### config.mk
export PLATFORM = sky130hd
export DESIGN_NAME = window_edge_drag_resize_top
export DESIGN_NICKNAME = d
export VERILOG_FILES = /design/src/design/wedr_pkg.sv /design/src/design/window_edge_drag_resize_top.sv /design/src/design/wedr_snap.sv /design/src/design/wedr_geom.sv /design/src/design/wedr_seq.sv
export VERILOG_INCLUDE_DIRS = /design/src /design/src/design
export SDC_FILE = /design/constraint.sdc
export NUM_CORES = 1
export LEC_CHECK = 0
export BUFFER_PORTS_ARGS = -buffer_cell sky130_fd_sc_hd__buf_2
export CORE_MARGIN = 2
export CORE_UTILIZATION = 57
export DETAILED_ROUTE_END_ITERATION = 8
export GPL_ROUTABILITY_DRIVEN = 0
export GPL_TIMING_DRIVEN = 1
export PLACE_DENSITY = 0.76
export SLEW_MARGIN = 20
export SYNTH_ARGS = -nofsm -noshare
export SYNTH_HDL_FRONTEND = slang
export SYNTH_SLANG_ARGS = --single-unit
### constraint.sdc
create_clock -name clk_i -period 9.1 [get_ports clk_i]
set_input_delay 1.365 -clock clk_i [delete_from_list [all_inputs] [get_ports clk_i]]
set_output_delay 1.365 -clock clk_i [all_outputs]
set_load 0.05 [all_outputs]
### src/design/assert_macros.svh
// assertion helpers shared by the rtl modules of the drag-resize block
// expects clk_i and an active-low rst_ni in the module that includes it
`ifndef ASSERT_MACROS_SVH
`define ASSERT_MACROS_SVH

// same-cycle implication, checked outside reset
`define ASSERT_IMP(label, pre, post, msg) \
  label: assert property (@(posedge clk_i) disable iff (!rst_ni) (pre) |-> (post)) \
    else $error(msg);

// next-cycle implication, checked outside reset
`define ASSERT_NXT(label, pre, post, msg) \
  label: assert property (@(posedge clk_i) disable iff (!rst_ni) (pre) |=> (post)) \
    else $error(msg);

`endif

### src/design/wedr_pkg.sv
// shared types, codes and microcode table of the drag-resize block
// no dependencies
`default_nettype none

package wedr_pkg;

  // field widths
  localparam int POS_W  = 16;
  localparam int SIZE_W = 15;
  localparam int OUT_W  = 18;
  localparam int CNT_W  = $clog2(SIZE_W + 1);
  localparam int STEP_W = 3;

  // default minimum sizes when a begin word asks for zero
  localparam logic [SIZE_W-1:0] DEFAULT_MIN_WIDTH  = SIZE_W'(100);
  localparam logic [SIZE_W-1:0] DEFAULT_MIN_HEIGHT = SIZE_W'(100);

  // register reset values
  localparam logic [SIZE_W-1:0] CEIL_RESET = SIZE_W'(8192);
  localparam logic [SIZE_W-1:0] SNAP_RESET = SIZE_W'(1);

  // register indexes (word address bits 3:2)
  localparam logic [1:0] REG_WIDTH_CEIL  = 2'd0;
  localparam logic [1:0] REG_HEIGHT_CEIL = 2'd1;
  localparam logic [1:0] REG_SNAP_STEP   = 2'd2;

  // item modes
  localparam logic [1:0] MODE_BEGIN = 2'd0;
  localparam logic [1:0] MODE_MOVE  = 2'd1;
  localparam logic [1:0] MODE_END   = 2'd2;
  localparam logic [1:0] MODE_HOLD  = 2'd3;

  // grabbed zones
  localparam logic [3:0] EDGE_E    = 4'd0;
  localparam logic [3:0] EDGE_W    = 4'd1;
  localparam logic [3:0] EDGE_S    = 4'd2;
  localparam logic [3:0] EDGE_N    = 4'd3;
  localparam logic [3:0] EDGE_SE   = 4'd4;
  localparam logic [3:0] EDGE_SW   = 4'd5;
  localparam logic [3:0] EDGE_NE   = 4'd6;
  localparam logic [3:0] EDGE_NW   = 4'd7;
  localparam logic [3:0] EDGE_NONE = 4'd8;

  // microcode step labels
  localparam logic [STEP_W-1:0] ST_WAIT      = 3'd0;
  localparam logic [STEP_W-1:0] ST_LATCH     = 3'd1;
  localparam logic [STEP_W-1:0] ST_RAW       = 3'd2;
  localparam logic [STEP_W-1:0] ST_CLAMP     = 3'd3;
  localparam logic [STEP_W-1:0] ST_SNAP      = 3'd4;
  localparam logic [STEP_W-1:0] ST_SNAP_WAIT = 3'd5;
  localparam logic [STEP_W-1:0] ST_PUBLISH   = 3'd6;
  localparam logic [STEP_W-1:0] ST_RETURN    = 3'd7;

  // datapath operations
  typedef enum logic [2:0] {
    OP_NOP,
    OP_TAKE,
    OP_LATCH,
    OP_RAW,
    OP_CLAMP,
    OP_SNAP_GO,
    OP_PUBLISH
  } op_e;

  // jump conditions
  typedef enum logic [2:0] {
    C_NEVER,
    C_ALWAYS,
    C_NO_ITEM,
    C_NO_GEOM,
    C_SNAP_BUSY,
    C_OUT_BLOCKED
  } cond_e;

  typedef struct packed {
    op_e               op;
    cond_e             cond;
    logic [STEP_W-1:0] target;
  } ucode_t;

  // datapath status seen by the sequencer
  typedef struct packed {
    logic no_item;
    logic no_geom;
    logic snap_busy;
    logic out_blocked;
  } status_t;

  // one input word
  typedef struct packed {
    logic [1:0]               mode;
    logic [3:0]               edge_zone;
    logic signed [POS_W-1:0]  pointer_x;
    logic signed [POS_W-1:0]  pointer_y;
    logic signed [POS_W-1:0]  win_left;
    logic signed [POS_W-1:0]  win_top;
    logic [SIZE_W-1:0]        win_width;
    logic [SIZE_W-1:0]        win_height;
    logic [SIZE_W-1:0]        req_min_width;
    logic [SIZE_W-1:0]        req_min_height;
  } item_t;

  typedef struct packed {
    logic east;
    logic west;
    logic south;
    logic north;
  } sides_t;

  // which sides follow the pointer for a grabbed zone
  function automatic sides_t edge_sides(input logic [3:0] zone);
    sides_t s;
    s = '0;
    unique case (zone)
      EDGE_E:  s.east = 1'b1;
      EDGE_W:  s.west = 1'b1;
      EDGE_S:  s.south = 1'b1;
      EDGE_N:  s.north = 1'b1;
      EDGE_SE: begin
        s.south = 1'b1;
        s.east  = 1'b1;
      end
      EDGE_SW: begin
        s.south = 1'b1;
        s.west  = 1'b1;
      end
      EDGE_NE: begin
        s.north = 1'b1;
        s.east  = 1'b1;
      end
      EDGE_NW: begin
        s.north = 1'b1;
        s.west  = 1'b1;
      end
      default: s = '0;
    endcase
    return s;
  endfunction

  // control program: jump to target when the condition holds, else fall through
  function automatic ucode_t ucode_rom(input logic [STEP_W-1:0] step);
    ucode_t w;
    w = '{op: OP_NOP, cond: C_ALWAYS, target: ST_WAIT};
    unique case (step)
      ST_WAIT:      w = '{op: OP_TAKE,    cond: C_NO_ITEM,     target: ST_WAIT};
      ST_LATCH:     w = '{op: OP_LATCH,   cond: C_NEVER,       target: ST_WAIT};
      ST_RAW:       w = '{op: OP_RAW,     cond: C_NO_GEOM,     target: ST_PUBLISH};
      ST_CLAMP:     w = '{op: OP_CLAMP,   cond: C_NEVER,       target: ST_WAIT};
      ST_SNAP:      w = '{op: OP_SNAP_GO, cond: C_NEVER,       target: ST_WAIT};
      ST_SNAP_WAIT: w = '{op: OP_NOP,     cond: C_SNAP_BUSY,   target: ST_SNAP_WAIT};
      ST_PUBLISH:   w = '{op: OP_PUBLISH, cond: C_OUT_BLOCKED, target: ST_PUBLISH};
      ST_RETURN:    w = '{op: OP_NOP,     cond: C_ALWAYS,      target: ST_WAIT};
      default:      w = '{op: OP_NOP,     cond: C_ALWAYS,      target: ST_WAIT};
    endcase
    return w;
  endfunction

endpackage

`default_nettype wire

### src/design/window_edge_drag_resize_top.sv
// top level of the drag-resize block: register port, word capture, output register
// depends on wedr_pkg, wedr_seq, wedr_geom, wedr_snap and assert_macros.svh
//
//   channel   direction  handshake                   payload
//   in        input      in_valid_i / in_stall_o     mode_i .. req_min_height_i
//   out       output     out_valid_o / out_stall_i   new_x_o .. in_drag_o
//   config    input      psel/penable/pwrite/pready  paddr, pwdata, prdata
//
// a begin word, or a move during a drag, goes through latch, offset, clamp and grid snap
// before publish; the grid snap is a two-lane remainder pass, one bit a cycle
// end, hold and idle moves skip the clamp and that pass and go straight to publish
// reset clears the drag, the ceilings to 8192 and the snap step to 1
// a stalled result sits in the output register; the next word is still taken
`default_nettype none
`include "assert_macros.svh"

module window_edge_drag_resize_top (
  input  logic                                clk_i,
  input  logic                                rst_ni,
  // configuration
  input  logic                                psel,
  input  logic                                penable,
  input  logic                                pwrite,
  input  logic [3:0]                          paddr,
  input  logic [31:0]                         pwdata,
  output logic [31:0]                         prdata,
  output logic                                pready,
  // input words
  input  logic                                in_valid_i,
  output logic                                in_stall_o,
  input  logic [1:0]                          mode_i,
  input  logic [3:0]                          edge_zone_i,
  input  logic signed [wedr_pkg::POS_W-1:0]   pointer_x_i,
  input  logic signed [wedr_pkg::POS_W-1:0]   pointer_y_i,
  input  logic signed [wedr_pkg::POS_W-1:0]   win_left_i,
  input  logic signed [wedr_pkg::POS_W-1:0]   win_top_i,
  input  logic [wedr_pkg::SIZE_W-1:0]         win_width_i,
  input  logic [wedr_pkg::SIZE_W-1:0]         win_height_i,
  input  logic [wedr_pkg::SIZE_W-1:0]         req_min_width_i,
  input  logic [wedr_pkg::SIZE_W-1:0]         req_min_height_i,
  // result words
  output logic                                out_valid_o,
  input  logic                                out_stall_i,
  output logic signed [wedr_pkg::OUT_W-1:0]   new_x_o,
  output logic signed [wedr_pkg::OUT_W-1:0]   new_y_o,
  output logic [wedr_pkg::SIZE_W-1:0]         new_width_o,
  output logic [wedr_pkg::SIZE_W-1:0]         new_height_o,
  output logic                                in_drag_o
);
  import wedr_pkg::*;

  logic [SIZE_W-1:0]       wceil_q, hceil_q, snap_q;
  logic                    cfg_wr;
  op_e                     op;
  status_t                 status;
  item_t                   item_q;
  logic                    take, publish, geom_item;
  logic                    active;
  logic signed [OUT_W-1:0] gx, gy;
  logic [SIZE_W-1:0]       gw, gh, sw, sh;
  logic                    snap_busy;
  logic                    out_valid_q;
  logic signed [OUT_W-1:0] out_x_q, out_y_q;
  logic [SIZE_W-1:0]       out_w_q, out_h_q;
  logic                    out_drag_q;

  // register writes
  assign pready = 1'b1;
  assign cfg_wr = psel && penable && pwrite && pready;

  always_ff @(posedge clk_i or negedge rst_ni) begin
    if (!rst_ni) begin
      wceil_q <= CEIL_RESET;
      hceil_q <= CEIL_RESET;
      snap_q  <= SNAP_RESET;
    end else if (cfg_wr) begin
      unique case (paddr[3:2])
        REG_WIDTH_CEIL:  wceil_q <= pwdata[SIZE_W-1:0];
        REG_HEIGHT_CEIL: hceil_q <= pwdata[SIZE_W-1:0];
        REG_SNAP_STEP:   snap_q  <= pwdata[SIZE_W-1:0];
        default:         ;
      endcase
    end
  end

  // register reads
  always_comb begin
    unique case (paddr[3:2])
      REG_WIDTH_CEIL:  prdata = {{(32-SIZE_W){1'b0}}, wceil_q};
      REG_HEIGHT_CEIL: prdata = {{(32-SIZE_W){1'b0}}, hceil_q};
      REG_SNAP_STEP:   prdata = {{(32-SIZE_W){1'b0}}, snap_q};
      default:         prdata = '0;
    endcase
  end

  // word capture in the wait step
  assign in_stall_o = (op != OP_TAKE);
  assign take       = in_valid_i && !in_stall_o;

  always_ff @(posedge clk_i) begin
    if (take) begin
      item_q.mode           <= mode_i;
      item_q.edge_zone      <= edge_zone_i;
      item_q.pointer_x      <= pointer_x_i;
      item_q.pointer_y      <= pointer_y_i;
      item_q.win_left       <= win_left_i;
      item_q.win_top        <= win_top_i;
      item_q.win_width      <= win_width_i;
      item_q.win_height     <= win_height_i;
      item_q.req_min_width  <= req_min_width_i;
      item_q.req_min_height <= req_min_height_i;
    end
  end

  // geometry only for a begin, or a move while dragging
  assign geom_item = (item_q.mode == MODE_BEGIN) || (item_q.mode == MODE_MOVE && active);

  assign status.no_item     = !in_valid_i;
  assign status.no_geom     = !geom_item;
  assign status.snap_busy   = snap_busy;
  assign status.out_blocked = out_valid_q && out_stall_i;

  assign publish = (op == OP_PUBLISH) && !status.out_blocked;

  wedr_seq u_seq (
    .clk_i    (clk_i),
    .rst_ni   (rst_ni),
    .status_i (status),
    .op_o     (op)
  );

  wedr_geom u_geom (
    .clk_i         (clk_i),
    .rst_ni        (rst_ni),
    .op_i          (op),
    .item_i        (item_q),
    .width_ceil_i  (wceil_q),
    .height_ceil_i (hceil_q),
    .active_o      (active),
    .x_o           (gx),
    .y_o           (gy),
    .width_o       (gw),
    .height_o      (gh)
  );

  wedr_snap u_snap (
    .clk_i    (clk_i),
    .rst_ni   (rst_ni),
    .start_i  (op == OP_SNAP_GO),
    .step_i   (snap_q),
    .width_i  (gw),
    .height_i (gh),
    .busy_o   (snap_busy),
    .width_o  (sw),
    .height_o (sh)
  );

  // output register
  always_ff @(posedge clk_i or negedge rst_ni) begin
    if (!rst_ni) begin
      out_valid_q <= 1'b0;
    end else if (publish) begin
      out_valid_q <= 1'b1;
    end else if (!out_stall_i) begin
      out_valid_q <= 1'b0;
    end
  end

  always_ff @(posedge clk_i) begin
    if (publish) begin
      if (geom_item) begin
        out_x_q    <= gx;
        out_y_q    <= gy;
        out_w_q    <= sw;
        out_h_q    <= sh;
        out_drag_q <= 1'b1;
      end else begin
        out_x_q    <= '0;
        out_y_q    <= '0;
        out_w_q    <= '0;
        out_h_q    <= '0;
        out_drag_q <= (item_q.mode == MODE_HOLD) && active;
      end
    end
  end

  assign out_valid_o  = out_valid_q;
  assign new_x_o      = out_x_q;
  assign new_y_o      = out_y_q;
  assign new_width_o  = out_w_q;
  assign new_height_o = out_h_q;
  assign in_drag_o    = out_drag_q;

  `ASSERT_IMP(a_idle_zero, out_valid_q && !out_drag_q,
              out_x_q == '0 && out_y_q == '0 && out_w_q == '0 && out_h_q == '0,
              "geometry not zero outside a drag")

endmodule

`default_nettype wire

### src/design/wedr_snap.sv
// two-lane remainder unit that snaps width and height down to the grid step
// depends on wedr_pkg and assert_macros.svh
`default_nettype none
`include "assert_macros.svh"

module wedr_snap (
  input  logic                          clk_i,
  input  logic                          rst_ni,
  input  logic                          start_i,
  input  logic [wedr_pkg::SIZE_W-1:0]   step_i,
  input  logic [wedr_pkg::SIZE_W-1:0]   width_i,
  input  logic [wedr_pkg::SIZE_W-1:0]   height_i,
  output logic                          busy_o,
  output logic [wedr_pkg::SIZE_W-1:0]   width_o,
  output logic [wedr_pkg::SIZE_W-1:0]   height_o
);
  import wedr_pkg::*;

  localparam logic [CNT_W-1:0] SNAP_STEPS = CNT_W'(SIZE_W);

  logic                busy_q, busy_d;
  logic [CNT_W-1:0]    count_q, count_d;
  logic [SIZE_W-1:0]   step_q;
  logic                bypass_q;
  logic [SIZE_W-1:0]   opnd [2];
  logic [SIZE_W-1:0]   dvd_q [2];
  logic [SIZE_W-1:0]   orig_q [2];
  logic [SIZE_W:0]     rem_q [2];
  logic [SIZE_W-1:0]   res [2];

  assign opnd[0] = width_i;
  assign opnd[1] = height_i;

  // step counter, one dividend bit per cycle
  always_comb begin
    busy_d  = busy_q;
    count_d = count_q;
    if (start_i) begin
      busy_d  = 1'b1;
      count_d = SNAP_STEPS;
    end else if (busy_q) begin
      count_d = count_q - CNT_W'(1);
      busy_d  = (count_q != CNT_W'(1));
    end
  end

  always_ff @(posedge clk_i or negedge rst_ni) begin
    if (!rst_ni) begin
      busy_q  <= 1'b0;
      count_q <= '0;
    end else begin
      busy_q  <= busy_d;
      count_q <= count_d;
    end
  end

  // step is held for the whole pass; 0 or 1 leaves sizes as they are
  always_ff @(posedge clk_i) begin
    if (start_i) begin
      step_q   <= step_i;
      bypass_q <= (step_i <= SIZE_W'(1));
    end
  end

  // restoring remainder, one lane each for width and height
  for (genvar l = 0; l < 2; l++) begin : g_lane
    logic [SIZE_W:0] rem_sh;
    logic [SIZE_W:0] rem_nx;

    always_comb begin
      rem_sh = {rem_q[l][SIZE_W-1:0], dvd_q[l][SIZE_W-1]};
      rem_nx = (rem_sh >= {1'b0, step_q}) ? (rem_sh - {1'b0, step_q}) : rem_sh;
    end

    always_ff @(posedge clk_i) begin
      if (start_i) begin
        rem_q[l]  <= '0;
        dvd_q[l]  <= opnd[l];
        orig_q[l] <= opnd[l];
      end else if (busy_q) begin
        rem_q[l]  <= rem_nx;
        dvd_q[l]  <= {dvd_q[l][SIZE_W-2:0], 1'b0};
      end
    end

    // remainder stays below the step, so it fits the size width
    assign res[l] = bypass_q ? orig_q[l] : (orig_q[l] - rem_q[l][SIZE_W-1:0]);
  end

  assign busy_o   = busy_q;
  assign width_o  = res[0];
  assign height_o = res[1];

  `ASSERT_IMP(a_busy_count, busy_q, count_q != '0, "snap busy with empty step count")
  `ASSERT_IMP(a_snap_down, $fell(busy_q), width_o <= orig_q[0] && height_o <= orig_q[1],
              "snapped size above its input")

endmodule

`default_nettype wire

### src/design/wedr_geom.sv
// drag state and offset/clamp datapath of the drag-resize block
// depends on wedr_pkg and assert_macros.svh
`default_nettype none
`include "assert_macros.svh"

module wedr_geom (
  input  logic                              clk_i,
  input  logic                              rst_ni,
  input  wedr_pkg::op_e                     op_i,
  input  wedr_pkg::item_t                   item_i,
  input  logic [wedr_pkg::SIZE_W-1:0]       width_ceil_i,
  input  logic [wedr_pkg::SIZE_W-1:0]       height_ceil_i,
  output logic                              active_o,
  output logic signed [wedr_pkg::OUT_W-1:0] x_o,
  output logic signed [wedr_pkg::OUT_W-1:0] y_o,
  output logic [wedr_pkg::SIZE_W-1:0]       width_o,
  output logic [wedr_pkg::SIZE_W-1:0]       height_o
);
  import wedr_pkg::*;

  logic                      active_q;
  logic [3:0]                edge_q;
  logic signed [POS_W-1:0]   apx_q, apy_q, ax_q, ay_q;
  logic [SIZE_W-1:0]         aw_q, ah_q, fw_q, fh_q;
  logic signed [OUT_W-1:0]   raw_w_q, raw_h_q, raw_x_q, raw_y_q;
  logic signed [OUT_W-1:0]   x_q, y_q;
  logic [SIZE_W-1:0]         w_q, h_q;
  sides_t                    sd;

  // drag flag and grabbed zone
  always_ff @(posedge clk_i or negedge rst_ni) begin
    if (!rst_ni) begin
      active_q <= 1'b0;
      edge_q   <= EDGE_NONE;
    end else if (op_i == OP_LATCH) begin
      if (item_i.mode == MODE_BEGIN) begin
        active_q <= 1'b1;
        edge_q   <= item_i.edge_zone;
      end else if (item_i.mode == MODE_END) begin
        active_q <= 1'b0;
      end
    end
  end

  // anchors and floors on a begin word
  always_ff @(posedge clk_i) begin
    if (op_i == OP_LATCH && item_i.mode == MODE_BEGIN) begin
      apx_q <= item_i.pointer_x;
      apy_q <= item_i.pointer_y;
      ax_q  <= item_i.win_left;
      ay_q  <= item_i.win_top;
      aw_q  <= item_i.win_width;
      ah_q  <= item_i.win_height;
      fw_q  <= (item_i.req_min_width != '0) ? item_i.req_min_width : DEFAULT_MIN_WIDTH;
      fh_q  <= (item_i.req_min_height != '0) ? item_i.req_min_height : DEFAULT_MIN_HEIGHT;
    end
  end

  assign sd = edge_sides(edge_q);

  // offset the grabbed sides by the pointer delta
  logic signed [POS_W:0]   dx, dy;
  logic signed [OUT_W-1:0] dx_e, dy_e, aw_e, ah_e, ax_e, ay_e;

  always_comb begin
    dx   = {item_i.pointer_x[POS_W-1], item_i.pointer_x} - {apx_q[POS_W-1], apx_q};
    dy   = {item_i.pointer_y[POS_W-1], item_i.pointer_y} - {apy_q[POS_W-1], apy_q};
    dx_e = {dx[POS_W], dx};
    dy_e = {dy[POS_W], dy};
    aw_e = {3'b000, aw_q};
    ah_e = {3'b000, ah_q};
    ax_e = {{(OUT_W-POS_W){ax_q[POS_W-1]}}, ax_q};
    ay_e = {{(OUT_W-POS_W){ay_q[POS_W-1]}}, ay_q};
  end

  always_ff @(posedge clk_i) begin
    if (op_i == OP_RAW) begin
      raw_w_q <= sd.east ? (aw_e + dx_e) : (sd.west ? (aw_e - dx_e) : aw_e);
      raw_x_q <= sd.west ? (ax_e + dx_e) : ax_e;
      raw_h_q <= sd.south ? (ah_e + dy_e) : (sd.north ? (ah_e - dy_e) : ah_e);
      raw_y_q <= sd.north ? (ay_e + dy_e) : ay_e;
    end
  end

  // raise to the floor, keep the opposite side on west/north, then cap
  logic signed [OUT_W-1:0] fw_e, fh_e, cw_e, ch_e, lo_w, lo_h, cx, cy;

  always_comb begin
    fw_e = {3'b000, fw_q};
    fh_e = {3'b000, fh_q};
    cw_e = {3'b000, width_ceil_i};
    ch_e = {3'b000, height_ceil_i};
    lo_w = raw_w_q;
    cx   = raw_x_q;
    if (raw_w_q < fw_e) begin
      lo_w = fw_e;
      if (sd.west) begin
        cx = ax_e + aw_e - fw_e;
      end
    end
    lo_h = raw_h_q;
    cy   = raw_y_q;
    if (raw_h_q < fh_e) begin
      lo_h = fh_e;
      if (sd.north) begin
        cy = ay_e + ah_e - fh_e;
      end
    end
  end

  always_ff @(posedge clk_i) begin
    if (op_i == OP_CLAMP) begin
      x_q <= cx;
      y_q <= cy;
      w_q <= (lo_w > cw_e) ? width_ceil_i : lo_w[SIZE_W-1:0];
      h_q <= (lo_h > ch_e) ? height_ceil_i : lo_h[SIZE_W-1:0];
    end
  end

  assign active_o = active_q;
  assign x_o      = x_q;
  assign y_o      = y_q;
  assign width_o  = w_q;
  assign height_o = h_q;

  `ASSERT_NXT(a_clamp_ceil, op_i == OP_CLAMP,
              w_q <= $past(width_ceil_i) && h_q <= $past(height_ceil_i),
              "clamped size above its ceiling")

endmodule

`default_nettype wire

### src/design/wedr_seq.sv
// microcode sequencer: step counter, control table and conditional jumps
// depends on wedr_pkg and assert_macros.svh
`default_nettype none
`include "assert_macros.svh"

module wedr_seq (
  input  logic              clk_i,
  input  logic              rst_ni,
  input  wedr_pkg::status_t status_i,
  output wedr_pkg::op_e     op_o
);
  import wedr_pkg::*;

  logic [STEP_W-1:0] step_q, step_d;
  ucode_t            uw;
  logic              jump;

  assign uw = ucode_rom(step_q);

  // jump condition select
  always_comb begin
    unique case (uw.cond)
      C_NEVER:       jump = 1'b0;
      C_ALWAYS:      jump = 1'b1;
      C_NO_ITEM:     jump = status_i.no_item;
      C_NO_GEOM:     jump = status_i.no_geom;
      C_SNAP_BUSY:   jump = status_i.snap_busy;
      C_OUT_BLOCKED: jump = status_i.out_blocked;
      default:       jump = 1'b1;
    endcase
    step_d = jump ? uw.target : (step_q + STEP_W'(1));
  end

  always_ff @(posedge clk_i or negedge rst_ni) begin
    if (!rst_ni) begin
      step_q <= ST_WAIT;
    end else begin
      step_q <= step_d;
    end
  end

  assign op_o = uw.op;

  `ASSERT_NXT(a_take_to_latch, step_q == ST_WAIT && !status_i.no_item, step_q == ST_LATCH,
              "accepted word did not reach the latch step")

endmodule

`default_nettype wire
Yosys cells after proc, flatten, opt, wreduce, memory -nomap -nowiden
Memories as Yosys holds them, arrays and structs flattened.
Cells that the tools add are included.
- register bits after elaboration: 534
- latch bits: 0
- RAM bits: 92
- ROM bits: 72
- bits of input ports: 173
- word-level logic and storage cells: 171
- memories: 4
- add/subtract/negate cells: 18
- multiply operators: 0
- div/mod/pow operators: 0
- magnitude comparators: 7
- equality and inequality tests: 24
- shift operators: 0
- muxes and demuxes: 42
- bitwise logic cells: 4
- reductions and logical operators: 30
- memory list (memory ; depth ; width ; rd ports ; clocked after memory_dff ; wr ports ; RTL line ; RTL):
    (name not given) ; 8 ; 9 ; 1 ; 0 ; 0 ; wedr_pkg.sv:144 ; unique case (step)
    u_snap.rem_q ; 2 ; 16 ; 2 ; 0 ; 2 ; wedr_snap.sv:28 ; logic [SIZE_W:0] rem_q [2];
    u_snap.dvd_q ; 2 ; 15 ; 2 ; 0 ; 2 ; wedr_snap.sv:26 ; logic [SIZE_W-1:0] dvd_q [2];
    u_snap.orig_q ; 2 ; 15 ; 2 ; 0 ; 2 ; wedr_snap.sv:27 ; logic [SIZE_W-1:0] orig_q [2];
- operators by type and width (operator ; count):
    18-bit 2-to-1 mux ; 12
    15-bit 2-to-1 mux ; 6
    16-bit by 17-bit adder with 18-bit output ; 4
    16-bit 2-to-1 mux ; 4
    15-bit one-hot mux with 3 select lines ; 1
    18-bit by 16-bit greater-than comparator with 1-bit output ; 2
    18-bit by 16-bit less-than comparator with 1-bit output ; 2
    16-bit by 17-bit subtractor with 18-bit output ; 2
    18-bit by 16-bit subtractor with 18-bit output ; 2
    16-bit by 16-bit adder with 17-bit output ; 2
    16-bit by 16-bit subtractor with 17-bit output ; 2
    16-bit by 15-bit greater-or-equal comparator with 1-bit output ; 2
    16-bit by 15-bit subtractor with 16-bit output ; 2
    15-bit nonzero test ; 2
    15-bit subtractor ; 2
    4-bit by 3-bit equality test with 1-bit output (second input constant) ; 4
    3-bit equality test (second input constant) ; 5
    15-bit by 1-bit <= comparator with 1-bit output (second input constant) ; 1
    1-bit 2-to-1 mux ; 15
    3-bit by 2-bit equality test with 1-bit output (second input constant) ; 4
    3-bit OR reduction ; 4
    2-bit AND reduction ; 5
    4-bit by 2-bit equality test with 1-bit output (second input constant) ; 2
    1-bit logical AND ; 8
    18 further kinds ; 30

Depth between registers and ports, before layout
- depth in word-level cells: 6
- gate-level depth with buffers: 25
- depth with buffers taken out: 22

Modules after synthesis
Synthesis repeated with hierarchy kept, for this count alone.
- cell total of the unflattened synthesis: 3190
- area, all modules: 36127.1 um^2
- by module, submodules not included (module ; times used ; cells an instance ; area an instance (um^2)):
    wedr_geom ; 1 ; 1930 ; 19722.7
    window_edge_drag_resize_top ; 1 ; 453 ; 8648.3
    wedr_snap ; 1 ; 772 ; 7458.4
    wedr_seq ; 1 ; 35 ; 297.8

Worst setup path before layout
OpenSTA, ideal clock, no wires.
- path kind: register to register
- from: register u_seq.step_q[0]
- to: register item_q[0] (netlist bit) (enable)
- library setup time: 0.633 ns
- arrival time: 7.465 ns
- data required time: 8.467 ns
- setup slack: 1.002 ns
- stages on the path, launching flop included: 7
- path buffers: 1
- clock period less this slack: 8.098 ns
- cell sequence: dfrtp_1 -> clkbuf_1 -> inv_1 -> ha_1 -> nor4_1 -> a31oi_1 -> nor2b_1
- cells in the longest elaborated chain, start to end: 4
- ends and longest elaborated chain (element ; RTL line ; RTL):
    from (decl) ; wedr_seq.sv:14 ; logic [STEP_W-1:0] step_q, step_d;
    from (signal assigned) ; wedr_seq.sv:38 ; step_q <= step_d;
    memory 8 x 9 bit ; - ;
    3-bit by 1-bit != test with 1-bit output ; window_edge_drag_resize_top.sv:97 ; assign in_stall_o = (op != OP_TAKE);
    net in_stall_o ; window_edge_drag_resize_top.sv:30 ; output logic in_stall_o,
    1-bit logical NOT ; window_edge_drag_resize_top.sv:98 ; assign take = in_valid_i && !in_stall_o;
    1-bit logical AND ; window_edge_drag_resize_top.sv:98 ;
    net take ; window_edge_drag_resize_top.sv:57 ; logic take, publish, geom_item;
    to (decl) ; window_edge_drag_resize_top.sv:56 ; item_t item_q;
The timed path passes the listed nets, and every way through them passes these cells.
A chain may end at the register's enable or synchronous reset.

Worst setup path in the final report
- from: register u_geom.fw_q[1]
- to: register u_geom.w_q[6], in the netlist u_geom.width_o[6] (data pin)
- cells in the longest elaborated chain, start to end: 4
- ends and longest elaborated chain (element ; RTL line ; RTL):
    from (decl) ; wedr_geom.sv:24 ; logic [SIZE_W-1:0] aw_q, ah_q, fw_q, fh_q;
    from (signal assigned) ; wedr_geom.sv:54 ; fw_q <= (item_i.req_min_width != '0) ? item_i.req_min_width : DEFAULT_MIN_WIDTH;
    18-bit by 16-bit less-than comparator with 1-bit output ; wedr_geom.sv:95 ; if (raw_w_q < fw_e) begin
    18-bit 2-to-1 mux * ; wedr_geom.sv:95 ;
    18-bit by 16-bit greater-than comparator with 1-bit output ; wedr_geom.sv:115 ; w_q <= (lo_w > cw_e) ? width_ceil_i : lo_w[SIZE_W-1:0];
    15-bit 2-to-1 mux * ; wedr_geom.sv:115 ;
    to (signal assigned) ; wedr_geom.sv:115 ;
    to (decl) ; wedr_geom.sv:27 ; logic [SIZE_W-1:0] w_q, h_q;
Mark *: on every way between the ends. The rest lies on a longest branch, timed or not.

==> results.md <==
* Worst setup SP type: register
* Unrepaired setup endpoints after global routing: no
* Max Freq at 182.5 MHz
* Mapped cell area at 0.03570 mm2
* Syn-to-layout area delta at 12.25%
* Final Skew at 0.02182 ns
* Routed via count at 25020
* Worst hold margin at 0.4145 ns
* Top-count cell post-synth: edfxtp_1
* Number of global-route vias before repair at 24546
* Design Power at 15.28 mW
* Initial Utilization at 57.74%
* Remaining routing DRC violations at 0
* Setup Buffers After CTS at 0
* Drt initial violations at 2022
* EDFF count, synth at 564
* Post-CTS Resized at 0
* Worst-Margin Slew at 1.110 ns
* CTS Buffer Depth at 3
* Largest net degree at the start of global routing at 131
* CTS tree: built
* CP max-delay cell: ha_1
* Placed cell count at 4153
* Slew headroom at 25.86%
* Rows at 91
* Outcome: finished, final reports clean
* Lkg Pwr at 16.71 nW
* Max incr delay on CP at 0.66 ns
* Syn. warnings at 0
* DRT antenna net count at 0
* Fin. max-slew vios at 0
* Max_cap viols at 0
* IO buf count at 237
* Initial antenna violation count at 3
* H-tree depth at 3
* Worst min path class: register to register
* Worst-path fanout max at 18
* Fraction of registers with async set/reset at 9.455%
* List of most frequent post-synthesis cells: edfxtp_1, ha_1, inv_1
* Syn_area_per_cell at 11.26 um2
* CP cell instances: inv_1, ha_1, a21o_1, a21o_1, a21o_1, a21oi_1, nor2b_1, o2111ai_1, a31oi_1, a211oi_1, ha_1, mux2_2, ha_1, and4_1, nand4_1, nor3_1, nand2_1, o21ai_0, a21oi_1, nand2_1, mux2_2
* Synth top area cells: edfxtp_1, ha_1, dfrtp_1
* Hpwl dp at 61610 um
* CTS clk-pin slew, worst paths at 0.06 ns
* Root Driver: clkbuf_16
* CP top delay family: compound AO/OA/AOI/OAI gates
* CP required at 9.45 ns
* Final Hold Viols at 0
* GRT Resource Usage Total at 25.55%
* Drt pass-1 iters at 6
* Sequential share of the synthesized area at 51.65%
* Total Die Area at 0.06464 mm2
* Crit. End Element: register
* Peak supply drop at 0.0002438 V
* Clock Latency Late Sink at 0.61 ns
* Total Wirelength at 82920 um
* Critical path type: register to register
* Total Nets Final at 3888
* CP arrival at 5.83 ns
* Netlist cell types at 90
* Grt total ovfl at 0
* WL per Instance at 19.38 um
* Minimum clock period at 5.478 ns
* DIE WIDTH at 254.3 um
* Share of cells above drive strength 1 at 15.25%
* Core footprint at 0.06183 mm2
* CTS Hold Bufs at 0
* Vias per inst at 5.847
* Fin cells at 4279
* Synth Instances at 3171
* Synth Register Bits at 624
* Worst path buffer plus inverter count at 1
* Area share of the largest cell type after synthesis at 47.44%
* First-pass GRT wire length at 129400 um
* Die Y at 254.3 um
* CTS sink cnt at 624
* CTS buffer count at 70
* Antenna diodes at 0
* Setup violators final at 0
* Crit share post-route at 60.20%
* PwrDens at 381.3 mW/mm2
* Setup TNS at 0 ns
* Post-synth top flop: edfxtp_1
* Synth area leader: edfxtp_1
* I/O pins at 275
-- metrics by stage --
step / util (%) / worst slack, ns / area (um2)
6_report: 64.81 / 3.622 / 40070
5_1_grt: 64.81 / 3.305 / 40070
4_1_cts: 64.79 / 3.658 / 40050
3_5_place_dp: 60.87 / 3.698 / 37630
3_3_place_gp: 60.87 / 3.808 / 37630
2_1_floorplan: - / 1.002 / 35760
-- power by group --
group / total (mW) / switching, mW / leakage, nW / internal (mW)
Clock: 2.94 / 1.14 / 1.19 / 1.80
Sequential: 5.02 / 0.533 / 5.97 / 4.48
Combinational: 7.32 / 4.41 / 9.55 / 2.91
-- state kept, by name, indices dropped and copies added (netlist names), 16 cells and up --
signal          cells
new_x_o            18
u_geom.ax_q        16
u_snap.rem_q       30
new_y_o            18
u_geom.apx_q       16
u_geom.apy_q       16
u_geom.raw_h_q     18
u_geom.y_o         18
u_geom.x_o         18
u_geom.raw_x_q     18
u_geom.raw_y_q     18
u_geom.ay_q        16
u_snap.dvd_q       30
u_snap.orig_q      30
u_geom.raw_w_q     18
item_q            130
-- area by class of cell --
type,count,area (um2)
Clock buffer,90,2026
Clock inverter,36,395.4
Fill cell,4674,21760
Inverter,257,968.4
Multi-Input combinational cell,2182,15880
Sequential cell,624,18440
Tap cell,837,1047
Timing Repair Buffer,253,1319
-- cell usage in the layout (no fill, tap or decap), types with 53 or more instances in the layout --
master     count
a21o_1        61
nor2_1       196
o21ai_0      170
mux2i_1       53
inv_1        254
nand3_1       59
edfxtp_1     564
dfrtp_1       55
xnor2_1      102
ha_1         311
clkbuf_16     77
a21oi_1      212
mux2_2       107
nand2_1      242
buf_2        237
xor2_1        65
-- cell families (layout without fill, tap and decap cells) --
family / count (synthesis) / in the layout / synth area share [%]
buffers and inverters: 381 / 636 / 4.234
xor gates and xnor gates: 167 / 167 / 4.097
and+or+nand+nor: 763 / 763 / 10.02
DFF: 624 / 624 / 51.65
other: 2 / 18 / 0.02104
adders and majority gates: 327 / 327 / 11.80
AOI/OAI and AO/OA: 747 / 747 / 13.32
muxes: 160 / 160 / 4.862
-- path summary, 6_finish.rpt --
kind | from | endpoint | slack, ns | cells past startpoint
hold reg to reg | item_q[73] | u_geom.ay_q[13] | 0.41 | 0
min in group asynchronous | rst_ni | out_valid_o | 0.92 | 2
hold / removal | item_q[73] | u_geom.ay_q[13] | 0.41 | 0
max in group asynchronous | rst_ni | u_geom.edge_q[0] | 7.61 | 2
setup reg to reg | u_geom.fw_q[1] | u_geom.width_o[6] | 3.62 | 21
setup / recovery | u_geom.fw_q[1] | u_geom.width_o[6] | 3.62 | 21
-- worst reg2reg max path, cell delays in order (launching register included) --
cell,delay (ns)
edfxtp_1,0.39
inv_1,0.18
ha_1,0.27
a21o_1,0.15
a21o_1,0.17
a21o_1,0.17
a21oi_1,0.15
nor2b_1,0.07
o2111ai_1,0.22
a31oi_1,0.12
a211oi_1,0.18
ha_1,0.66
mux2_2,0.44
ha_1,0.29
and4_1,0.20
nand4_1,0.15
nor3_1,0.24
nand2_1,0.09
o21ai_0,0.10
a21oi_1,0.10
nand2_1,0.48
mux2_2,0.42
-- per-layer routing --
layer  vias up  part of all wire (%)  global-route usage (%)
met4         4                   3.0                   9.042
li1      11967                     -                       -
met5         -                 0.035                       0
met1     11869                    43                   34.48
met2       993                    47                   41.94
met3       187                   7.6                   4.205
Note: power is estimated with default switching activity, not from simulation.
